--- src/rtl/core/fcl_pkg.sv ---
// fcl_pkg: types, character codes and command codes for the framed command link
// used by framed_command_link_fsm and its port checker; depends on nothing

package fcl_pkg;

  localparam logic [7:0] CH_START = 8'h21;  // '!'
  localparam logic [7:0] CH_END   = 8'h23;  // '#'

  // word kinds on the input channel
  localparam logic OP_BYTE = 1'b0;
  localparam logic OP_TICK = 1'b1;

  // body lengths, the '!' counted, of "!RST" and "!OK"
  localparam logic [4:0] RST_BODY_LEN = 5'd4;
  localparam logic [4:0] OK_BODY_LEN  = 5'd3;

  localparam logic [7:0] RST_TEXT [4] = '{8'h21, 8'h52, 8'h53, 8'h54};
  localparam logic [7:0] OK_TEXT  [4] = '{8'h21, 8'h4F, 8'h4B, 8'h00};

  typedef logic [1:0] cmd_code_t;
  localparam cmd_code_t CMD_NONE  = 2'd0;
  localparam cmd_code_t CMD_RST   = 2'd1;
  localparam cmd_code_t CMD_OK    = 2'd2;
  localparam cmd_code_t CMD_OTHER = 2'd3;

  // register word index taken from paddr[2]
  localparam logic REG_RESEND_PERIOD = 1'b0;
  localparam logic [15:0] RESEND_PERIOD_RESET = 16'd300;

  typedef struct packed {
    logic        send_report;
    logic [11:0] report_value;
    cmd_code_t   command_code;
    logic        link_sending;
  } result_t;

endpackage

--- src/rtl/core/framed_command_link_fsm.sv ---
// framed_command_link_fsm: byte framer, command matcher and report timer
// depends on fcl_pkg for character codes, command codes and the result type
//
// usage:
//  - input channel (in_valid/in_ready) carries one word per cycle while in_ready
//    is high: a received byte (in_operation 0) or a timer tick (in_operation 1),
//    together with the current adc sample
//  - every input word yields exactly one result word on out_valid/out_ready:
//    report strobe, latched adc value, completed command code, link state
//  - the result is registered: it is in the output register the cycle after
//    the word is taken; throughput is one word per cycle while the output is
//    not stalled, set by the single framer/timer update done in the accept cycle
//  - in_ready stays high while the output register is empty or being taken,
//    so a stalled receiver holds its result and blocks only further input
//  - the resend period is written through the apb port at address 0, by the user
//    only while the block is idle (not enforced by the block); a period of 0 acts as 1
//  - synchronous reset (rst_n low) clears the framer, stops reporting, clears
//    the latched value and empties the output register; the period returns
//    to 300

module framed_command_link_fsm #(
  parameter int FRAME_MAX_LEN = 30
) (
  input  logic        clk,
  input  logic        rst_n,
  // input channel
  input  logic        in_valid,
  output logic        in_ready,
  input  logic        in_operation,
  input  logic [7:0]  in_rx_byte,
  input  logic [11:0] in_adc_sample,
  // result channel
  output logic        out_valid,
  input  logic        out_ready,
  output logic        out_send_report,
  output logic [11:0] out_report_value,
  output logic [1:0]  out_command_code,
  output logic        out_link_sending,
  // configuration
  input  logic        psel,
  input  logic        penable,
  input  logic        pwrite,
  input  logic [2:0]  paddr,
  input  logic [31:0] pwdata,
  output logic [31:0] prdata,
  output logic        pready
);

  localparam logic [5:0] MAX_LEN = 6'(FRAME_MAX_LEN);

  logic [15:0] resend_period_r;
  logic        in_frame_r, in_frame_nxt;
  logic [4:0]  frame_len_r, frame_len_nxt;
  logic        reset_match_r, reset_match_nxt;
  logic        ok_match_r, ok_match_nxt;
  logic        reporting_r, reporting_nxt;
  logic [15:0] resend_timer_r, resend_timer_nxt;
  logic [11:0] latched_adc_r, latched_adc_nxt;
  logic        out_valid_r;
  fcl_pkg::result_t result_r, result_nxt;

  logic        accept;
  logic        cfg_write;
  fcl_pkg::cmd_code_t code;
  logic [4:0]  pos;
  logic [15:0] timer_dec;
  logic        report;

  assign accept    = in_valid && in_ready;
  assign in_ready  = !out_valid_r || out_ready;
  assign pready    = 1'b1;
  assign cfg_write = psel && penable && pwrite && (paddr[2] == fcl_pkg::REG_RESEND_PERIOD);
  assign prdata    = (paddr[2] == fcl_pkg::REG_RESEND_PERIOD) ? {16'd0, resend_period_r}
                                                              : 32'd0;

  // framer
  always_comb begin
    in_frame_nxt    = in_frame_r;
    frame_len_nxt   = frame_len_r;
    reset_match_nxt = reset_match_r;
    ok_match_nxt    = ok_match_r;
    code            = fcl_pkg::CMD_NONE;
    pos             = frame_len_r;
    if (in_operation == fcl_pkg::OP_BYTE) begin
      if (!in_frame_r) begin
        if (in_rx_byte == fcl_pkg::CH_START) begin
          in_frame_nxt    = 1'b1;
          frame_len_nxt   = 5'd1;
          reset_match_nxt = 1'b1;
          ok_match_nxt    = 1'b1;
        end
      end else if ({1'b0, pos} + 6'd1 >= MAX_LEN) begin
        // overlong frame is dropped even on the end character
        in_frame_nxt    = 1'b0;
        frame_len_nxt   = 5'd0;
        reset_match_nxt = 1'b0;
        ok_match_nxt    = 1'b0;
      end else if (in_rx_byte == fcl_pkg::CH_END) begin
        if (reset_match_r && pos == fcl_pkg::RST_BODY_LEN) begin
          code = fcl_pkg::CMD_RST;
        end else if (ok_match_r && pos == fcl_pkg::OK_BODY_LEN) begin
          code = fcl_pkg::CMD_OK;
        end else begin
          code = fcl_pkg::CMD_OTHER;
        end
        in_frame_nxt    = 1'b0;
        frame_len_nxt   = 5'd0;
        reset_match_nxt = 1'b0;
        ok_match_nxt    = 1'b0;
      end else begin
        frame_len_nxt   = pos + 5'd1;
        reset_match_nxt = reset_match_r && (pos < fcl_pkg::RST_BODY_LEN)
                          && (in_rx_byte == fcl_pkg::RST_TEXT[pos[1:0]]);
        ok_match_nxt    = ok_match_r && (pos < fcl_pkg::OK_BODY_LEN)
                          && (in_rx_byte == fcl_pkg::OK_TEXT[pos[1:0]]);
      end
    end
  end

  // link state and report timer
  always_comb begin
    latched_adc_nxt  = latched_adc_r;
    reporting_nxt    = reporting_r;
    resend_timer_nxt = resend_timer_r;
    report           = 1'b0;
    if (!reporting_r) begin
      latched_adc_nxt = in_adc_sample;
      if (code == fcl_pkg::CMD_RST) begin
        reporting_nxt    = 1'b1;
        resend_timer_nxt = 16'd1;
      end
    end else if (code == fcl_pkg::CMD_OK) begin
      reporting_nxt    = 1'b0;
      resend_timer_nxt = 16'd0;
    end
    timer_dec = resend_timer_nxt - 16'd1;
    if (in_operation == fcl_pkg::OP_TICK && reporting_nxt
        && resend_timer_nxt != 16'd0) begin
      resend_timer_nxt = timer_dec;
      if (timer_dec == 16'd0) begin
        report           = 1'b1;
        resend_timer_nxt = (resend_period_r != 16'd0) ? resend_period_r : 16'd1;
      end
    end
    result_nxt.send_report  = report;
    result_nxt.report_value = latched_adc_nxt;
    result_nxt.command_code = code;
    result_nxt.link_sending = reporting_nxt;
  end

  always_ff @(posedge clk) begin
    if (!rst_n) begin
      resend_period_r <= fcl_pkg::RESEND_PERIOD_RESET;
      in_frame_r      <= 1'b0;
      frame_len_r     <= 5'd0;
      reset_match_r   <= 1'b0;
      ok_match_r      <= 1'b0;
      reporting_r     <= 1'b0;
      resend_timer_r  <= 16'd0;
      latched_adc_r   <= 12'd0;
      out_valid_r     <= 1'b0;
    end else begin
      if (cfg_write) begin
        resend_period_r <= pwdata[15:0];
      end
      if (accept) begin
        in_frame_r     <= in_frame_nxt;
        frame_len_r    <= frame_len_nxt;
        reset_match_r  <= reset_match_nxt;
        ok_match_r     <= ok_match_nxt;
        reporting_r    <= reporting_nxt;
        resend_timer_r <= resend_timer_nxt;
        latched_adc_r  <= latched_adc_nxt;
        out_valid_r    <= 1'b1;
      end else if (out_ready) begin
        out_valid_r <= 1'b0;
      end
    end
  end

  always_ff @(posedge clk) begin
    if (accept) begin
      result_r <= result_nxt;
    end
  end

  assign out_valid        = out_valid_r;
  assign out_send_report  = result_r.send_report;
  assign out_report_value = result_r.report_value;
  assign out_command_code = result_r.command_code;
  assign out_link_sending = result_r.link_sending;

endmodule

--- config.mk ---
export PLATFORM = sky130hd
export DESIGN_NAME = framed_command_link_fsm
export DESIGN_NICKNAME = d
export VERILOG_FILES = /design/src/rtl/core/fcl_pkg.sv /design/src/rtl/core/framed_command_link_fsm.sv
export SDC_FILE = /design/constraint.sdc
export NUM_CORES = 1
export LEC_CHECK = 0
export BUFFER_PORTS_ARGS = -buffer_cell sky130_fd_sc_hd__clkbuf_2
export CELL_PAD_IN_SITES_DETAIL_PLACEMENT = 0
export CELL_PAD_IN_SITES_GLOBAL_PLACEMENT = 1
export CORE_ASPECT_RATIO = 0.9
export CORE_MARGIN = 8
export CORE_UTILIZATION = 40
export DETAILED_ROUTE_END_ITERATION = 10
export PLACE_DENSITY_LB_ADDON = 0.1
export REMOVE_ABC_BUFFERS = 1
export SETUP_SLACK_MARGIN = 0.3
export SYNTH_ARGS = -nofsm -noshare
export SYNTH_HDL_FRONTEND = slang
export SYNTH_SLANG_ARGS = --single-unit
--- constraint.sdc ---
create_clock -name clk -period 6.2 [get_ports clk]
set_input_delay 0 -clock clk [delete_from_list [all_inputs] [get_ports clk]]
set_output_delay 0 -clock clk [all_outputs]
set_load 0.1 [all_outputs]
==> metrics.cfg, run 1 <==
[global_route]
use_met3_pct = 3.89
grt_antenna_before_repair = 0
gr-usage-met1_pct = 23.8
grt_pass1_wl_mm = 21.2
global_route.usage.met2_pct = 27.5
overflow = 0
grt_start_max_net_pins = 52
first_global_vias = 4278
groute.usage.overall_pct = 17.8
global_route.peak_usage_layer = met2

[logic_synthesis]
synth_edf_count = 16
synth_largest_type_area_fraction_pct = 23.8
asyncSetResetFlopFracSynth_pct = 0
synth_most_common_cell = nand2_1
synth.cell_area_mm2 = 0.00454
synth_sequential_area_ratio_pct = 34.4
ys_dominant_reg_cell = dfxtp_1
postSynthAreaPerCell_um2 = 8.24
synthCells = 551
synth_top_cell_by_area = dfxtp_1
yosys_warnings = 0
library_cells_used_by_synthesis = 75
postSynthRegisterBits = 70
netlist_top_cells_area = dfxtp_1, edfxtp_1, nand2_1, a21boi_0, nor2b_1
synth.top_cells.by_count = nand2_1, dfxtp_1, a21boi_0

[worst_setup_path]
critical_path.reg2reg.startpoint = frame_len_r[0]
worstSetupEndpointType = register
cp_max_fo = 15
worstSetupStartpoint = frame_len_r[0]
critPathKind = register to register
timing.critical_path.from_type = register
crit_path_arrival_time_ps = 5080
cp.required_ps = 6470

[clock_network]
post_cts_resize_count = 0
clk-insertion-delay-late_ps = 330
clock_tree.buffer_depth = 2
cts.sinks = 70
cts_tree = done
cts_setup_buffers = 0
numCtsBuffers = 9
cts.root.buffer_cell = clkbuf_16
postCtsHoldBufs = 30
clk_transition_reported_paths_ps = 60
htree_num_levels = 3

[floorplanning]
die_x_um = 128
fp.coreArea_mm2 = 0.0112
floorplan.io_pins = 114
fp.dieH_um = 117
fp-row-count = 37
die_outline_area_mm2 = 0.0150
initial_core_util_pct = 40.3

[power]
power.static_leakage_nw = 2.17
net_switching_power_of_the_design_uw = 388
power.share.combinational_pct = 20.9
power_density_mw_per_mm2 = 227
clockPowerShare_pct = 39.5
post-layout-total-power_mw = 1.25
power_switching_share_pct = 31.1
worst_supply_voltage_drop_on_vdd_mv = 0.157
power.internal_uw = 861
share_seq_of_total_power_pct = 39.6

[drt]
vias_per_cell = 5.39
initialDrtViolationCount = 307
overall_via_count_from_detail_route = 4311
drcViolationCount = 0
routed_wirelength_mm = 13.0
wl_per_cell_um = 16.2
detailedRoute.firstPassIterationCount = 5
drtAntennaViolNets = 0

[run_status]
outcome = complete, no violations

[timing]
finalSetupTns_ps = 0
slew_viol_final = 0
timing.final.setup_violations = 0
clock_skews_ps = 5.30
timing.final.hold_violations = 0
highest_achievable_clock_rate_mhz = 208
maxSlewHeadroom_pct = 36.0
final_period_minus_worst_setup_slack_ps = 4810
post-route-period-util_pct = 77.5
grt_setup_unrepaired = no
tightestPinTransition_ps = 960

[layout]
area_delta_synth_final_pct = 21.5
post_route_cells_drive_above_1_share_pct = 20.0
number_of_diodes = 0
fin_util_pct = 49.0
design.final.nets = 711

[min_path]
hp-class = primary input to register
hold_path.startpoint = in_operation

[placed_design]
finalWeightedCongestion = 0.863
buffer_ports.inserted = 78
hpwlAfterDp_mm = 9.12

[flow_run]
number_of_max_capacitance_violations_reported = 0

critical path, stage by stage, from the launching register on:
cell,delay [ps]
dfxtp_1,480
inv_1,140
ha_1,300
nand4b_1,230
a21boi_1,190
buf_4,210
or2_2,340
nand2_1,140
ha_1,400
nor2b_1,230
a2111oi_0,580
o21ai_0,180
o211ai_1,270
o211ai_1,200
nor4_4,230
buf_4,250
mux2i_1,190
and3_1,160
layout make-up:
type | instances | area, µm²
tap | 156 | 195
timing repair buffer | 115 | 743
clock buffer | 11 | 233
sequential | 70 | 1560
inverter | 11 | 41.3
multi-input combinational | 432 | 2690
fill | 1124 | 5740
clock inverter | 5 | 50.0
cell families (layout without fill, tap and decap cells):
| family | Yosys count | after routing | synth area share [%] |
|---|---|---|---|
| AO/OA/AOI/OAI | 135 | 135 | 20.3 |
| XOR/XNOR | 9 | 9 | 1.74 |
| adder cells (fa/ha/maj) | 9 | 9 | 2.48 |
| buffers and inverters | 64 | 142 | 7.66 |
| flip-flops | 70 | 70 | 34.4 |
| multiplexers | 14 | 14 | 3.42 |
| other | 2 | 17 | 0.165 |
| AND/OR/NAND/NOR | 248 | 248 | 29.8 |
sequential cells by signal, summed over array words and instances (netlist names):
signal	cells
reporting_r	1
frame_len_r	5
reset_match_r	1
resend_timer_r	16
out_valid	1
out_send_report	1
in_frame_r	1
latched_adc_r	12
out_command_code	2
resend_period_r	16
out_link_sending	1
out_report_value	12
ok_match_r	1
power by group through the flow:
| stage | registers [mW] | logic [mW] | clock network (mW) |
|---|---|---|---|
| CTS | 0.494 | 0.261 | 0.508 |
| detailed placement | 0.504 | 0.245 | 0 |
| finish | 0.494 | 0.261 | 0.494 |
| global route | 0.496 | 0.278 | 0.525 |
| global placement | 0.504 | 0.244 | 0 |
| floorplan | 0.545 | 0.147 | 0 |
layer usage:
layer  share of wire (%)  wire (µm)
met3                 6.6        853
met5                   0          0
met2                  44       5670
met4                 1.4        183
met1                  48       6250
cell usage in the layout, fill, tap and decap left out, drive strengths merged, types with 4 or more instances in the layout:
cell type and n:
a21boi 29, a21oi 20, a22oi 5, a31oi 13
and3 8, buf 7, clkbuf 89, clkinv 4
conb 17, dfxtp 54, dlygate4sd3 30, edfxtp 16
ha 9, inv 10, mux2 12, nand2 94
nand3 25, nand4 9, nand4b 4, nor2 27
nor2b 25, nor3 13, nor3b 5, nor4 12
nor4b 4, o211ai 6, o21ai 27, o21bai 4
o22a 4, or3 7, or4 4, xnor2 8
through the flow:
step,hold slack [ps],instances,setup slack [ps],area (µm²)
2_1_floorplan,71.8,513,1920,4290
3_3_place_gp,216,754,1510,4930
3_5_place_dp,217,754,1470,4930
4_1_cts,70.8,800,1440,5510
5_1_grt,96.6,800,978,5510
6_report,88.5,800,1390,5510
final timing paths:
kind / end / slack [ps] / depth (start not counted)
setup reg to reg: resend_timer_r[10] / 1390 / 17
hold reg to reg: latched_adc_r[1] / 460 / 2
hold / removal: in_frame_r / 90 / 3
setup / recovery: resend_timer_r[10] / 1390 / 17
Power figures use the tool's default switching activity.
==> inputs of run 2 (changes only) <==
Settings changed: ABC_AREA from default to 1, CORE_UTILIZATION 40 to 38.
Clock period 6.2 ns to 4.6 ns, I/O delays scaled along.
==> metrics.cfg, run 2 <==
[logic_synthesis]
ys_dominant_reg_cell = dfxtp_1
yosys_warnings = 0  ; unchanged
library_cells_used_by_synthesis = 43  ; -43%
netlist_top_cells_area = dfxtp_1, edfxtp_1, nand2_1, o21ai_0, a21oi_1
synth_largest_type_area_fraction_pct = 24.6  ; +0.79 points
synthCells = 621  ; +13%
synth.cell_area_mm2 = 0.00439  ; -3.2%
synth_sequential_area_ratio_pct = 35.6  ; +1.1 points
postSynthAreaPerCell_um2 = 7.07  ; -14%
synth.top_cells.by_count = nand2_1, inv_1, o21ai_0
synth_top_cell_by_area = dfxtp_1
synth_most_common_cell = nand2_1
postSynthRegisterBits = 70  ; unchanged
asyncSetResetFlopFracSynth_pct = 0  ; unchanged
synth_edf_count = 16  ; unchanged

[clock_network]
cts.sinks = 70  ; unchanged
clock_tree.buffer_depth = 2  ; unchanged
numCtsBuffers = 9  ; unchanged
htree_num_levels = 3  ; unchanged
clk_transition_reported_paths_ps = 60  ; about the same
cts_tree = done
cts.root.buffer_cell = clkbuf_16
cts_setup_buffers = 0  ; unchanged
clk-insertion-delay-late_ps = 340  ; about the same

[worst_setup_path]
max_stage_delay_ps = 420  ; -160 ps
critPathKind = register to register
crit_path_arrival_time_ps = 4150  ; -930 ps
worstSetupEndpointType = register
r2r_end = resend_timer_r[1]
timing.critical_path.depth = 24  ; +7
cp_max_fo = 10  ; -5
r2r_setup_slack_ps = 730  ; -670 ps
crit_path_end = resend_timer_r[1]
path_buf_inv = 3  ; unchanged
path_delay_family = simple AND/OR/NAND/NOR gates
critical_path.reg2reg.startpoint = frame_len_r[0]
cp.required_ps = 4870  ; -1600 ps
critical_path.cell_chain = inv_1 -> ha_1 -> nor2_1 -> nor2_1 -> nand2_1 -> nor2_1 -> nor2_4 -> nand4_4 -> nand2_2 -> nand2_2 -> clkinv_2 -> ha_2 -> inv_1 -> o311ai_0 -> nand2_1 -> nor2_1 -> nand2_1 -> nor2_1 -> nand2_1 -> nor2_2 -> nand2_1 -> nor2_4 -> nand2_1 -> a31oi_1
worstSetupStartpoint = frame_len_r[0]
critPathSlowestCell = dfxtp_2
critical_path.most_common_cell = nand2_1
r2r_cells = 24  ; +7
timing.critical_path.from_type = register

[placed_design]
finalWeightedCongestion = 0.846  ; -2.0%
post-place-cells = 834  ; +11%
buffer_ports.inserted = 78  ; unchanged
hpwlAfterDp_mm = 8.76  ; -4.0%

[power]
power.static_leakage_nw = 2.44  ; +12%
power_density_mw_per_mm2 = 344  ; +52%
worst_supply_voltage_drop_on_vdd_mv = 0.204  ; +30%

[global_route]
grt_antenna_before_repair = 0  ; unchanged
overflow = 0  ; unchanged
groute.usage.overall_pct = 16.4  ; -1.4 points
grt_pass1_wl_mm = 20.2  ; -5.0%
first_global_vias = 4132  ; -3.4%
grt_start_max_net_pins = 47  ; -9.6%

[timing]
timing.final.setup_violations = 0  ; unchanged
slew_viol_final = 0  ; unchanged
tightestPinTransition_ps = 695  ; -265 ps
timing.final.hold_violations = 0  ; unchanged
post-route-period-util_pct = 84.2  ; +6.7 points
clock_skews_ps = 4.89  ; -0.406 ps
highest_achievable_clock_rate_mhz = 258  ; +24%
final_period_minus_worst_setup_slack_ps = 3870  ; -934 ps
final.hold.worst_slack_ps = 84.5  ; -4.01 ps
grt_setup_unrepaired = no
finalSetupTns_ps = 0  ; unchanged
maxSlewHeadroom_pct = 53.6  ; +18 points

[layout]
final_cell_count_no_fill = 879  ; +9.9%
post_route_cells_drive_above_1_share_pct = 18.9  ; -1.1 points
number_of_diodes = 0  ; unchanged
fin_util_pct = 47.6  ; -1.4 points
area_delta_synth_final_pct = 22.9
biggestRegsByFlops = resend_period_r: 16 flops, resend_timer_r: 16 flops
final.fill_count = 1213  ; +7.9%
most-common-layout-cells = nand2_1, clkbuf_2, inv_1
design.final.nets = 790  ; +11%
commonest_non_fill_non_tap_cell_in_the_layout = nand2_1

[run_status]
outcome = complete, no violations

[floorplanning]
fp-row-count = 37  ; unchanged
fp.dieH_um = 118  ; +0.80%
initial_core_util_pct = 38.7  ; -1.6 points
die_x_um = 129  ; +0.81%
fp.coreArea_mm2 = 0.0113  ; +0.82%
floorplan.io_pins = 114  ; unchanged
die_outline_area_mm2 = 0.0153  ; +1.6%

[drt]
routed_wirelength_mm = 12.2  ; -5.9%
initialDrtViolationCount = 233  ; -24%
drcViolationCount = 0  ; unchanged
vias_per_cell = 4.96  ; -7.9%
overall_via_count_from_detail_route = 4363  ; +1.2%
detailedRoute.firstPassIterationCount = 5  ; unchanged
wl_per_cell_um = 13.9  ; -14%
drtAntennaViolNets = 0  ; unchanged

[min_path]
min_delay_path_depth = 5  ; +2
hp-class = primary input to register

[flow_run]
number_of_max_capacitance_violations_reported = 0  ; unchanged

-- run 2: repair_timing --
| action | CTS | global route |
|---|---|---|
| resized for setup | 0 | 3 |
| hold buffers | 29 | 0 |
| endpoints found under the setup margin | 0 | 17 |
| endpoints found under the hold margin | 29 | 0 |
-- run 2: tightest hold or removal path, stage by stage --
cell and delay [ps]:
clkbuf_2 100, nand3b_1 70, a21oi_1 60, nand4_1 80
a31oi_1 60
-- run 2: worst min path at each step --
| stage | startpoint | end | slack (ps) |
|---|---|---|---|
| after floorplan | rst_n | in_frame_r | 100 |
| after global placement | pwdata[5] | resend_period_r[5] | 220 |
| after CTS | in_rx_byte[4] | reset_match_r | 80 |
| after global routing | in_rx_byte[4] | reset_match_r | 120 |
| final | in_rx_byte[4] | reset_match_r | 80 |
| after detailed placement | pwdata[5] | resend_period_r[5] | 230 |
-- run 2: final cells by class --
type,instances,area [µm²],share of cell area (%)
Multi-Input combinational cell,454,2380,44.1
Tap cell,156,195,3.62
Inverter,71,268,4.96
Clock buffer,10,229,4.24
Sequential cell,70,1560,28.9
Timing Repair Buffer,112,718,13.3
Clock inverter,6,46.3,0.857
-- run 2: report_power, final --
| part | switching [mW] | internal, mW | total (mW) |
|---|---|---|---|
| registers | 0.0251 | 0.667 | 0.693 |
| clock network | 0.278 | 0.368 | 0.646 |
| logic | 0.386 | 0.131 | 0.517 |
-- run 2: cell families after synthesis --
logic type	share of synthesized area, %
xor gates and xnor gates	0.997
buffers and inverters	11.8
adders and majority gates	2.56
DFF	35.6
AOI/OAI and AO/OA	20.8
other	0.171
and+or+nand+nor	28.1
-- run 2: through the flow --
stage / power (mW) / setup slack, ps / area, µm²
after floorplan: 1.09 / 975 / 4200
after global placement: 1.20 / 610 / 4820
after detailed placement: 1.20 / 555 / 4820
after CTS: 1.88 / 537 / 5390
after global routing: 1.95 / 302 / 5400
final: 1.86 / 727 / 5400
-- run 2: layer usage --
layer  global-route usage [%]  share of wire, %
met5                        0                 0
met4                     5.36               1.1
met3                     3.58               5.8
met2                     25.6                45
met1                     21.8                48
==> inputs of run 3 (changes only) <==
Settings changed: ABC_AREA 1 to 0, CORE_UTILIZATION 38 to 36.
Clock period 4.6 ns to 3.55 ns, I/O delays scaled along.
==> metrics.cfg, run 3 (synthesis results as in run 1) <==
[run_status]
outcome = complete, no violations

[global_route]
global_route.usage.met2_pct = 27.0  ; +1.3 points
groute.usage.overall_pct = 17.5  ; +1.0 points
grt_pass1_wl_mm = 22.9  ; +14%
global_route.peak_usage_layer = met2
overflow = 0  ; unchanged
first_global_vias = 4399  ; +6.5%
grt_antenna_before_repair = 0  ; unchanged
use_met3_pct = 4.30  ; +0.72 points
gr-usage-met1_pct = 23.2  ; +1.4 points
grt_start_max_net_pins = 51  ; +8.5%

[timing]
timing.final.hold_violations = 0  ; unchanged
maxSlewHeadroom_pct = 41.5  ; -12 points
final.hold.worst_slack_ps = 103  ; +18.8 ps
clock_skews_ps = 7.82  ; +2.93 ps
finalSetupTns_ps = 0  ; unchanged
timing.final.setup_violations = 0  ; unchanged
grt_setup_unrepaired = yes
final_period_minus_worst_setup_slack_ps = 3380  ; -489 ps
post-route-period-util_pct = 95.3  ; +11 points
slew_viol_final = 0  ; unchanged
highest_achievable_clock_rate_mhz = 296  ; +14%
tightestPinTransition_ps = 870  ; +174 ps

[worst_setup_path]
r2r_setup_slack_ps = 170  ; -560 ps
r2r_cells = 17  ; -29%
critPathSlowestCell = nor4_4
critical_path.reg2reg.startpoint = frame_len_r[4]
worstSetupEndpointType = register
cp.required_ps = 3830  ; -1040 ps
crit_path_arrival_time_ps = 3670  ; -480 ps
critPathKind = register to register
critical_path.most_common_cell = buf_6
max_stage_delay_ps = 410  ; about the same
timing.critical_path.from_type = register
worstSetupStartpoint = frame_len_r[4]
r2r_end = resend_timer_r[10]
crit_path_end = resend_timer_r[10]
critical_path.cell_chain = nor4b_4 -> nand4_2 -> buf_6 -> or2_4 -> nand2_4 -> ha_4 -> buf_6 -> buf_6 -> nand2_2 -> nor4_2 -> o21ai_1 -> o211ai_1 -> o211ai_1 -> nor4_4 -> buf_4 -> mux2i_1 -> and3_1
cp_max_fo = 6  ; -4

[placed_design]
hpwlAfterDp_mm = 10.1  ; +16%
finalWeightedCongestion = 0.905  ; +6.9%
dpl-instance-area_mm2 = 0.00518  ; +7.3%
buffer_ports.inserted = 78  ; unchanged

[clock_network]
clock_tree.buffer_depth = 2  ; unchanged
clk-insertion-delay-late_ps = 340  ; about the same
cts.sinks = 70  ; unchanged
cts.root.buffer_cell = clkbuf_16
cts_tree = done
numCtsBuffers = 9  ; unchanged
htree_num_levels = 3  ; unchanged
clk_transition_reported_paths_ps = 60  ; about the same

[min_path]
hp-class = primary input to register

[floorplanning]
die_outline_area_mm2 = 0.0165  ; +7.9%
fp.coreArea_mm2 = 0.0125  ; +10%
floorplan.io_pins = 114  ; unchanged
fp-row-count = 39  ; +5.4%
fp.dieH_um = 123  ; +3.8%
initial_core_util_pct = 36.3  ; -2.4 points
die_x_um = 134  ; +3.9%

[drt]
drtAntennaViolNets = 0  ; unchanged
wl_per_cell_um = 16.9  ; +22%
vias_per_cell = 5.33  ; +7.4%
routed_wirelength_mm = 14.4  ; +18%
drcViolationCount = 0  ; unchanged
overall_via_count_from_detail_route = 4551  ; +4.3%
initialDrtViolationCount = 312  ; +34%
detailedRoute.firstPassIterationCount = 5  ; unchanged

[layout]
area_delta_synth_final_pct = 34.0
number_of_diodes = 0  ; unchanged
post_route_cells_drive_above_1_share_pct = 29.4  ; +10 points
design.final.nets = 757  ; -4.2%
biggestRegsByFlops = resend_period_r: 16 flops, resend_timer_r: 16 flops
most-common-layout-cells = nand2_1, clkbuf_2, dfxtp_1
commonest_non_fill_non_tap_cell_in_the_layout = nand2_1
postLayoutCellArea_mm2 = 0.00608  ; +13%

[power]
power_density_mw_per_mm2 = 370  ; +7.7%
worst_supply_voltage_drop_on_vdd_mv = 0.253  ; +24%
power.static_leakage_nw = 2.45  ; +0.49%

[flow_run]
number_of_max_capacitance_violations_reported = 0  ; unchanged

-- run 3: how the worst min path moves through the flow --
stage                        from            endpoint  slack [ps]  cells past startpoint
finish              in_rx_byte[3]       reset_match_r         100                      4
global route        in_rx_byte[3]       reset_match_r         140                      4
CTS                 in_rx_byte[3]       reset_match_r          80                      4
detailed placement      pwdata[8]  resend_period_r[8]         210                      3
global placement        pwdata[2]  resend_period_r[2]         210                      3
floorplan                   rst_n  resend_period_r[2]          70                      1
-- run 3: through the flow --
step,setup WS [ps],utilization [%],power [mW],cells
6_report,167,48.7,2.25,854
3_5_place_dp,-36.5,41.4,1.32,794
4_1_cts,314,46.9,2.27,847
5_1_grt,6.52,48.7,2.35,854
2_1_floorplan,-725,-,1.21,513
3_3_place_gp,-11.3,41.4,1.32,794
-- run 3: worst max-delay path, delay by kind of cell (launching register included) --
family | cells | cell delay (ps)
and+or+nand+nor | 8 | 1680
muxes | 1 | 160
AOI/OAI and AO/OA | 3 | 490
DFF | 1 | 330
adders and majority gates | 1 | 140
buffers and inverters | 4 | 530
-- run 3: area by class of cell --
type / instances / area (µm²)
clock inverter: 4 / 46.3
clock buffer: 12 / 246
multi-input combinational: 432 / 2860
fill: 1276 / 6410
tap: 164 / 205
sequential: 70 / 1570
timing repair buffer: 161 / 1110
inverter: 11 / 43.8
-- run 3: what timing repair did --
action	in CTS	in global routing
buffers inserted	7	7
hold buffers	30	0
setup endpoints to repair	17	17
gates resized for setup	13	38
hold endpoints to repair	29	0
pin swaps	8	25
-- run 3: layer usage --
| metal | vias to the layer above | share of wire (%) |
|---|---|---|
| li1 | 2226 | - |
| met1 | 2136 | 47 |
| met2 | 165 | 45 |
| met3 | 24 | 6.1 |
| met4 | 0 | 1.9 |
| met5 | - | 0 |
-- run 3: where the power goes --
group	switching, mW	leakage (nW)	internal [mW]
Clock	0.336	0.140	0.560
Sequential	0.0209	0.597	0.842
Combinational	0.346	1.71	0.146
Total	0.703	2.45	1.55
